$ cat config.mk
export PLATFORM = sky130hd
export DESIGN_NAME = bdot_magnetorquer_command
export DESIGN_NICKNAME = d
export VERILOG_FILES = /design/src/design/bdot_pkg.sv /design/src/design/bdot_magnetorquer_command.sv /design/src/design/bdot_div.sv
export VERILOG_INCLUDE_DIRS = /design/src /design/src/design
export SDC_FILE = /design/constraint.sdc
export NUM_CORES = 1
export LEC_CHECK = 0
export BUFFER_PORTS_ARGS = -buffer_cell sky130_fd_sc_hd__buf_2
export CORE_MARGIN = 2
export CORE_UTILIZATION = 55
export DETAILED_ROUTE_END_ITERATION = 8
export GPL_TIMING_DRIVEN = 0
export PLACE_DENSITY = 0.75
export SLEW_MARGIN = 0
export SYNTH_ARGS = -nofsm -noshare
export SYNTH_HDL_FRONTEND = slang
export SYNTH_HIERARCHICAL = 1
export SYNTH_SLANG_ARGS = --single-unit
$ cat constraint.sdc
create_clock -name clk -period 7.45 [get_ports clk]
set_input_delay 1.8625 -clock clk [delete_from_list [all_inputs] [get_ports clk]]
set_output_delay 1.8625 -clock clk [all_outputs]
set_load 0.005 [all_outputs]
$ cat src/design/assert_macros.svh
// Assertion helpers shared by the RTL files.
`ifndef ASSERT_MACROS_SVH
`define ASSERT_MACROS_SVH

// Clocked property, disabled while reset is asserted.
`define ASSERT_CLK(lbl, clk, rst_n, prop, msg) \
    lbl: assert property (@(posedge clk) disable iff (!rst_n) prop) else $error(msg);

// Clocked property that is checked during reset as well.
`define ASSERT_ALWAYS(lbl, clk, prop, msg) \
    lbl: assert property (@(posedge clk) prop) else $error(msg);

`endif

$ cat src/design/bdot_pkg.sv
package bdot_pkg;

    // Sequencer states of the command block
    typedef enum logic [2:0] {
        ST_IDLE,
        ST_MAX,
        ST_MUL,
        ST_DSTART,
        ST_DIV,
        ST_DONE
    } state_t;

    // Status of the shared serial divider
    typedef struct packed {
        logic busy;
        logic done;
    } div_stat_t;

    // Configuration register indexes
    localparam logic REG_POLARITY = 1'b0;
    localparam logic REG_FILTER   = 1'b1;

    localparam int PERC_W = 7;
    localparam logic [7:0] PERC_MAX = 8'd127;
    localparam int QUOT_W = 8;
    localparam int NUM_AXES = 3;

endpackage

$ cat src/design/bdot_magnetorquer_command.sv
// Channel   | Dir | Handshake              | Contents
// s_*       | in  | s_tvalid / s_tready    | one B-dot sample: bdot_x, bdot_y, bdot_z
// m_*       | out | m_tvalid / m_tready    | one command: perc/dir for x, y, z
// APB       | in  | psel & penable & pwrite| polarity_invert (0x0), filter_enable (0x4)
//
// After acceptance, ST_MAX finds the largest magnitude; each axis then runs multiply,
// divider start, eight divider steps and pickup, and ST_DONE moves the result out.
// No new sample is taken until that move; the serial divider is shared by all axes.
// An all-zero vector skips the divider and goes from ST_MAX straight to ST_DONE.
// Reset (rst_n, asynchronous) clears the filter state, both registers and all control.
// A stalled result holds at the output; the next item is taken and waits in ST_DONE.
`include "assert_macros.svh"

module bdot_magnetorquer_command #(
    parameter int SAMPLE_WIDTH = 16,
    parameter int OUTPUT_SCALE = 100,
    localparam int IN_BITS = ((3 * SAMPLE_WIDTH + 7) / 8) * 8
) (
    input  logic               clk,
    input  logic               rst_n,
    // bdot_x, bdot_y, bdot_z (SAMPLE_WIDTH bits each, signed), zero padded
    input  logic [IN_BITS-1:0] s_tdata,
    input  logic               s_tvalid,
    output logic               s_tready,
    // perc_x[6:0], dir_x, perc_y, dir_y, perc_z, dir_z
    output logic [23:0]        m_tdata,
    output logic               m_tvalid,
    input  logic               m_tready,
    input  logic               psel,
    input  logic               penable,
    input  logic               pwrite,
    input  logic [2:0]         paddr,
    input  logic [31:0]        pwdata,
    output logic [31:0]        prdata,
    output logic               pready
);

    localparam int W     = SAMPLE_WIDTH;
    localparam int PROD_W = SAMPLE_WIDTH + bdot_pkg::QUOT_W;
    localparam logic [bdot_pkg::QUOT_W-1:0] SCALE = bdot_pkg::QUOT_W'(OUTPUT_SCALE);

    // Configuration registers
    logic polarity_reg;
    logic filter_en_reg;
    logic cfg_wr;

    // Datapath state
    bdot_pkg::state_t                 state_reg, state_next;
    logic signed [W-1:0]              filt_reg [bdot_pkg::NUM_AXES];
    logic signed [W-1:0]              filt_next[bdot_pkg::NUM_AXES];
    logic signed [W-1:0]              b_reg    [bdot_pkg::NUM_AXES];
    logic signed [W-1:0]              b_next   [bdot_pkg::NUM_AXES];
    logic [W-1:0]                     m_reg, m_next;
    logic [1:0]                       axis_reg, axis_next;
    logic [PROD_W-1:0]                prod_reg, prod_next;
    logic [bdot_pkg::PERC_W-1:0]      res_perc_reg [bdot_pkg::NUM_AXES];
    logic [bdot_pkg::PERC_W-1:0]      res_perc_next[bdot_pkg::NUM_AXES];
    logic                             res_dir_reg  [bdot_pkg::NUM_AXES];
    logic                             res_dir_next [bdot_pkg::NUM_AXES];
    logic [bdot_pkg::PERC_W-1:0]      out_perc_reg [bdot_pkg::NUM_AXES];
    logic [bdot_pkg::PERC_W-1:0]      out_perc_next[bdot_pkg::NUM_AXES];
    logic                             out_dir_reg  [bdot_pkg::NUM_AXES];
    logic                             out_dir_next [bdot_pkg::NUM_AXES];
    logic                             out_valid_reg, out_valid_next;

    // Combinational helpers
    logic signed [W-1:0]              samp   [bdot_pkg::NUM_AXES];
    logic signed [W-1:0]              avg    [bdot_pkg::NUM_AXES];
    logic [W:0]                       sum    [bdot_pkg::NUM_AXES];
    logic [W-1:0]                     mag_b  [bdot_pkg::NUM_AXES];
    logic [W-1:0]                     max_xy;
    logic [W-1:0]                     max_all;
    logic [W-1:0]                     mag_sel;
    logic [bdot_pkg::QUOT_W-1:0]      q_sat;
    logic                             div_start;
    bdot_pkg::div_stat_t              div_stat;
    logic [bdot_pkg::QUOT_W-1:0]      div_quot;
    logic                             in_acc;

    // ---------------------------------------------------------------
    // APB configuration port: one-wait-free writes, reads of bit 0
    // ---------------------------------------------------------------
    assign pready = 1'b1;
    assign cfg_wr = psel && penable && pwrite && pready;

    always_ff @(posedge clk or negedge rst_n)
    begin
        if (!rst_n)
        begin
            polarity_reg  <= 1'b0;
            filter_en_reg <= 1'b0;
        end
        else if (cfg_wr)
        begin
            unique case (paddr[2])
                bdot_pkg::REG_POLARITY: polarity_reg  <= pwdata[0];
                bdot_pkg::REG_FILTER:   filter_en_reg <= pwdata[0];
                default: ;
            endcase
        end
    end

    always_comb
    begin
        unique case (paddr[2])
            bdot_pkg::REG_POLARITY: prdata = {31'd0, polarity_reg};
            bdot_pkg::REG_FILTER:   prdata = {31'd0, filter_en_reg};
            default:                prdata = 32'd0;
        endcase
    end

    // ---------------------------------------------------------------
    // Sample unpack, equal-weight filter and magnitudes
    // ---------------------------------------------------------------
    always_comb
    begin
        for (int i = 0; i < bdot_pkg::NUM_AXES; i++)
        begin
            samp[i]  = s_tdata[i*W +: W];
            // floor((old + new) / 2): add one bit wider, drop the lsb
            sum[i]   = {filt_reg[i][W-1], filt_reg[i]} + {samp[i][W-1], samp[i]};
            avg[i]   = sum[i][W:1];
            mag_b[i] = b_reg[i][W-1] ? W'(-b_reg[i]) : W'(b_reg[i]);
        end
        max_xy  = (mag_b[0] > mag_b[1]) ? mag_b[0] : mag_b[1];
        max_all = (max_xy > mag_b[2]) ? max_xy : mag_b[2];
        mag_sel = b_reg[axis_reg][W-1] ? W'(-b_reg[axis_reg]) : W'(b_reg[axis_reg]);
        q_sat   = (div_quot > bdot_pkg::PERC_MAX) ? bdot_pkg::PERC_MAX : div_quot;
    end

    assign s_tready = (state_reg == bdot_pkg::ST_IDLE);
    assign in_acc   = s_tvalid && s_tready;

    // ---------------------------------------------------------------
    // Sequencer: latch, find max (a zero vector skips to done), then multiply/divide each axis
    // ---------------------------------------------------------------
    always_comb
    begin
        state_next     = state_reg;
        filt_next      = filt_reg;
        b_next         = b_reg;
        m_next         = m_reg;
        axis_next      = axis_reg;
        prod_next      = prod_reg;
        res_perc_next  = res_perc_reg;
        res_dir_next   = res_dir_reg;
        out_perc_next  = out_perc_reg;
        out_dir_next   = out_dir_reg;
        out_valid_next = out_valid_reg;
        div_start      = 1'b0;

        // drop the result once the sink takes it
        if (out_valid_reg && m_tready)
            out_valid_next = 1'b0;

        unique case (state_reg)
            bdot_pkg::ST_IDLE:
            begin
                if (in_acc)
                begin
                    for (int i = 0; i < bdot_pkg::NUM_AXES; i++)
                    begin
                        if (filter_en_reg)
                        begin
                            b_next[i]    = avg[i];
                            filt_next[i] = avg[i];
                        end
                        else
                            b_next[i] = samp[i];
                    end
                    state_next = bdot_pkg::ST_MAX;
                end
            end
            bdot_pkg::ST_MAX:
            begin
                m_next    = max_all;
                axis_next = 2'd0;
                if (max_all == '0)
                begin
                    // zero vector: every axis reads 0 percent, direction 1
                    for (int i = 0; i < bdot_pkg::NUM_AXES; i++)
                    begin
                        res_perc_next[i] = '0;
                        res_dir_next[i]  = 1'b1;
                    end
                    state_next = bdot_pkg::ST_DONE;
                end
                else
                    state_next = bdot_pkg::ST_MUL;
            end
            bdot_pkg::ST_MUL:
            begin
                prod_next  = PROD_W'(mag_sel) * PROD_W'(SCALE);
                state_next = bdot_pkg::ST_DSTART;
            end
            bdot_pkg::ST_DSTART:
            begin
                div_start  = 1'b1;
                state_next = bdot_pkg::ST_DIV;
            end
            bdot_pkg::ST_DIV:
            begin
                if (div_stat.done)
                begin
                    res_perc_next[axis_reg] = q_sat[bdot_pkg::PERC_W-1:0];
                    // a command that truncates to zero counts as nonnegative
                    res_dir_next[axis_reg]  = (div_quot == '0) ? 1'b1 :
                                              (b_reg[axis_reg][W-1] ^ polarity_reg);
                    if (axis_reg == 2'd2)
                        state_next = bdot_pkg::ST_DONE;
                    else
                    begin
                        axis_next  = axis_reg + 2'd1;
                        state_next = bdot_pkg::ST_MUL;
                    end
                end
            end
            bdot_pkg::ST_DONE:
            begin
                // hold until the output register is free
                if (!out_valid_reg || m_tready)
                begin
                    out_perc_next  = res_perc_reg;
                    out_dir_next   = res_dir_reg;
                    out_valid_next = 1'b1;
                    state_next     = bdot_pkg::ST_IDLE;
                end
            end
            default:
                state_next = bdot_pkg::ST_IDLE;
        endcase
    end

    always_ff @(posedge clk or negedge rst_n)
    begin
        if (!rst_n)
        begin
            state_reg     <= bdot_pkg::ST_IDLE;
            axis_reg      <= 2'd0;
            out_valid_reg <= 1'b0;
            for (int i = 0; i < bdot_pkg::NUM_AXES; i++)
                filt_reg[i] <= '0;
        end
        else
        begin
            state_reg     <= state_next;
            axis_reg      <= axis_next;
            out_valid_reg <= out_valid_next;
            filt_reg      <= filt_next;
        end
    end

    always_ff @(posedge clk)
    begin
        b_reg        <= b_next;
        m_reg        <= m_next;
        prod_reg     <= prod_next;
        res_perc_reg <= res_perc_next;
        res_dir_reg  <= res_dir_next;
        out_perc_reg <= out_perc_next;
        out_dir_reg  <= out_dir_next;
    end

    bdot_div #(
        .WIDTH (W)
    ) u_div (
        .clk   (clk),
        .rst_n (rst_n),
        .start (div_start),
        .numer (prod_reg),
        .denom (m_reg),
        .stat  (div_stat),
        .quot  (div_quot)
    );

    assign m_tvalid = out_valid_reg;
    assign m_tdata  = {out_dir_reg[2], out_perc_reg[2],
                       out_dir_reg[1], out_perc_reg[1],
                       out_dir_reg[0], out_perc_reg[0]};

    `ASSERT_CLK(a_done_in_div, clk, rst_n,
        div_stat.done |-> (state_reg == bdot_pkg::ST_DIV),
        "divider finished outside divide state")
    `ASSERT_CLK(a_axis_range, clk, rst_n, (axis_reg != 2'd3), "axis index out of range")
    `ASSERT_CLK(a_valid_from_done, clk, rst_n,
        $rose(m_tvalid) |-> ($past(state_reg) == bdot_pkg::ST_DONE),
        "result shown without a finished item")
    `ASSERT_CLK(a_start_nonzero, clk, rst_n, div_start |-> (m_reg != '0),
        "divider started with zero divisor")

endmodule

$ cat src/design/bdot_div.sv
`include "assert_macros.svh"

module bdot_div #(
    parameter int WIDTH = 16
) (
    input  logic                            clk,
    input  logic                            rst_n,
    input  logic                            start,
    input  logic [WIDTH+bdot_pkg::QUOT_W-1:0] numer,
    input  logic [WIDTH-1:0]                denom,
    output bdot_pkg::div_stat_t             stat,
    output logic [bdot_pkg::QUOT_W-1:0]     quot
);

    // Quotient is known to fit QUOT_W bits, so the top WIDTH bits of the
    // numerator start as the partial remainder (already below the divisor).
    logic [WIDTH-1:0]                rem_reg, rem_next;
    logic [WIDTH-1:0]                den_reg, den_next;
    logic [bdot_pkg::QUOT_W-1:0]     low_reg, low_next;
    logic [bdot_pkg::QUOT_W-1:0]     q_reg, q_next;
    logic [2:0]                      cnt_reg, cnt_next;
    logic                            busy_reg, busy_next;
    logic                            done_reg, done_next;
    logic [WIDTH:0]                  trial;
    logic                            ge;

    always_comb
    begin
        trial = {rem_reg, low_reg[bdot_pkg::QUOT_W-1]};
        ge    = (trial >= {1'b0, den_reg});
    end

    always_comb
    begin
        rem_next  = rem_reg;
        den_next  = den_reg;
        low_next  = low_reg;
        q_next    = q_reg;
        cnt_next  = cnt_reg;
        busy_next = busy_reg;
        done_next = 1'b0;
        if (start)
        begin
            rem_next  = numer[WIDTH+bdot_pkg::QUOT_W-1:bdot_pkg::QUOT_W];
            low_next  = numer[bdot_pkg::QUOT_W-1:0];
            den_next  = denom;
            cnt_next  = 3'd7;
            busy_next = 1'b1;
        end
        else if (busy_reg)
        begin
            // one quotient bit per cycle: shift in, compare, subtract
            rem_next = ge ? WIDTH'(trial - {1'b0, den_reg}) : trial[WIDTH-1:0];
            q_next   = {q_reg[bdot_pkg::QUOT_W-2:0], ge};
            low_next = {low_reg[bdot_pkg::QUOT_W-2:0], 1'b0};
            cnt_next = cnt_reg - 3'd1;
            if (cnt_reg == 3'd0)
            begin
                busy_next = 1'b0;
                done_next = 1'b1;
            end
        end
    end

    always_ff @(posedge clk or negedge rst_n)
    begin
        if (!rst_n)
        begin
            busy_reg <= 1'b0;
            done_reg <= 1'b0;
            cnt_reg  <= 3'd0;
        end
        else
        begin
            busy_reg <= busy_next;
            done_reg <= done_next;
            cnt_reg  <= cnt_next;
        end
    end

    always_ff @(posedge clk)
    begin
        rem_reg <= rem_next;
        den_reg <= den_next;
        low_reg <= low_next;
        q_reg   <= q_next;
    end

    assign stat.busy = busy_reg;
    assign stat.done = done_reg;
    assign quot      = q_reg;

    `ASSERT_CLK(a_rem_below_den, clk, rst_n, busy_reg |-> (rem_reg < den_reg), "remainder not below divisor")
    `ASSERT_CLK(a_done_after_busy, clk, rst_n, done_reg |-> $past(busy_reg), "divider done without work")

endmodule

==> flow_summary.yaml <==
status:
  status: "complete, no violations"
finish:
  antenna_cells: 0
  fill_cells: 2387
  drive_above_1_share_pct: 17.0
  multi_input_area_um2: 8980
  final_common_cell: "edfxtp_1"
  nets: 1992
  seqCellArea_um2: 6960
  syn_to_final_growth_pct: 12.0
  layout_common_cells: "edfxtp_1, ha_1, inv_1, nor2_1, mux2_2"
power_and_ir_drop:
  irDropWorstVdd_mv: 0.154
  p_per_area_nw_per_um2: 157
  leakagePower_nw: 7.86
  finalPower_mw: 2.94
global_route:
  first_global_vias: 12000
  antenna_found_initial: 0
  grt.total_usage_pct: 23.8
  grt_max_degree: 62
  gr-total-overflow: 0
  grt_first_pass_wirelength_um: 60100
clock_network:
  clkTransAtPathRegs_ps: 60
  h-tree-depth: 1
  cts_buffer_depth: 3
  numCtsBuffers: 27
  cts_tree: "done"
  root_buffer: "clkbuf_16"
  cts.sinks: 242
  clkLatencyLatePin_ps: 540
routing:
  wirelength_um: 38200
  vias: 12300
  drtIter0Drc: 866
  ant_nets: 0
  first_pass_iters: 5
  wire_per_inst_um: 17.8
  drt-vias-per-instance: 5.74
  drc_errors: 0
critical_path:
  cp_cell_sequence: "nor4_4 > nand2_1 > or4_1 > ha_1 > nand4_1 > or3_1 > a21o_1 > a31oi_1 > buf_2 > buf_2 > mux2i_1 > ha_1 > nand2_1 > or4_1 > a21o_1 > o211ai_1 > o21ai_0 > buf_2 > mux2i_1 > nor3_1 > o21ai_1 > a21oi_4 > buf_8"
  worstRegToRegCells: 23
  r2r_end: "res_perc_reg[13]"
  endpoint_kind: "flip-flop"
  cp_slowest_cell: "or4_1"
  slowest_delay_ps: 620
  worstReg2RegStart: "b_reg[20]"
  crit_top_cell: "buf_2"
  crit_family: "simple AND/OR/NAND/NOR gates"
  ff2ff_setup_slack_ps: 510
  cp_num_buf_inv: 4
  crit_arrival_ps: 7170
  cp_max_fo: 17
  critical_path_required_ps: 7690
  crit_type: "reg -> reg"
  critPathLaunchType: "flip-flop"
placement:
  port-buffer-count: 83
  dp_hpwl_um: 29700
  place_congestion: 0.972
sta:
  max_freq_ghz: 0.144
  finalMaxSlewViolations: 0
  worst_slew_pin_slew_ps: 985
  rsz0062_at_grt: "no"
  fin_crit_sh_pct: 93.1
  finalSetupTns_ps: 0
  skew_ps: 11.4
  max_slew_margin_pct: 34.3
  hold_violations: 0
  finalCriticalPeriod_ps: 6940
  setup_viol: 0
die:
  die_w_um: 178
  initial_core_util_pct: 56.1
  pin_count: 149
  die_y_um: 178
  coreArea_um2: 29700
  die_area_um2: 31700
  core.rowCount: 63
min_path:
  holdCritPathClass: "reg -> reg"
  holdPathEnd: "u_div/den_reg[13]"
  hold_path_depth: 0
  hp-start: "m_reg[13]"
run:
  drv_cap: 0
synthesis:
  synth_area_um2: 16700
  syn_avg_cell_area_um2: 10.6
  ys.warnings.count: 6
  syn-instance-count: 1579
-- per-stage QoR --
stage	instances	area, um2	hold slack, ps	utilization (%)	setup slack, ps
5_1_grt	2142	18700	419	62.9	61.1
6_report	2142	18700	416	62.9	512
3_3_place_gp	2085	17700	406	59.6	-896
3_5_place_dp	2088	17800	405	59.8	160
4_1_cts	2137	18600	417	62.7	133
2_1_floorplan	1612	16800	400	-	609
-- per-layer routing --
| metal | track usage (%) | up-vias | share of wire, % |
|---|---|---|---|
| met1 | 31.0 | 5907 | 44 |
| li1 | - | 6002 | - |
| met5 | 0 | - | 0 |
| met2 | 42.0 | 318 | 49 |
| met4 | 6.90 | 0 | 2.8 |
| met3 | 2.37 | 62 | 4.0 |
-- layout make-up --
type | count | share of cell area [%]
Clock inverter | 16 | 0.730
Timing Repair Buffer | 91 | 2.71
Clock buffer | 33 | 3.84
Multi-Input combinational cell | 1169 | 48.0
Tap cell | 390 | 2.61
Sequential cell | 242 | 37.3
Buffer | 83 | 2.44
Inverter | 118 | 2.37
-- worst max-delay path by stage --
| stage | from | endpoint | slack, ps | depth (start not counted) |
|---|---|---|---|---|
| after global placement | b_reg[21] | res_perc_reg[15] | -900 | 20 |
| after global routing | b_reg[21] | res_perc_reg[15] | 60 | 23 |
| after CTS | b_reg[21] | res_perc_reg[2] | 130 | 21 |
| after detailed placement | b_reg[21] | res_perc_reg[17] | 160 | 21 |
| final | b_reg[20] | res_perc_reg[13] | 510 | 23 |
| after floorplan | b_reg[21] | res_dir_reg[0] | 610 | 19 |
-- repair_timing --
item / 4_1_cts / 5_1_grt
setup buffers: 0 / 5
gates resized for setup: 0 / 4
endpoints found under the setup margin: 0 / 24
hold buffers: 0 / 0
-- report_power, final --
part / total, mW / leakage, nW / internal, mW / switching (mW)
combinational: 0.194 / 5.09 / 0.0920 / 0.102
clock: 1.29 / 0.427 / 0.754 / 0.536
sequential: 1.45 / 2.34 / 1.45 / 0.00366
total: 2.94 / 7.86 / 2.30 / 0.642
No activity file was read; power rests on OpenSTA's default activity.
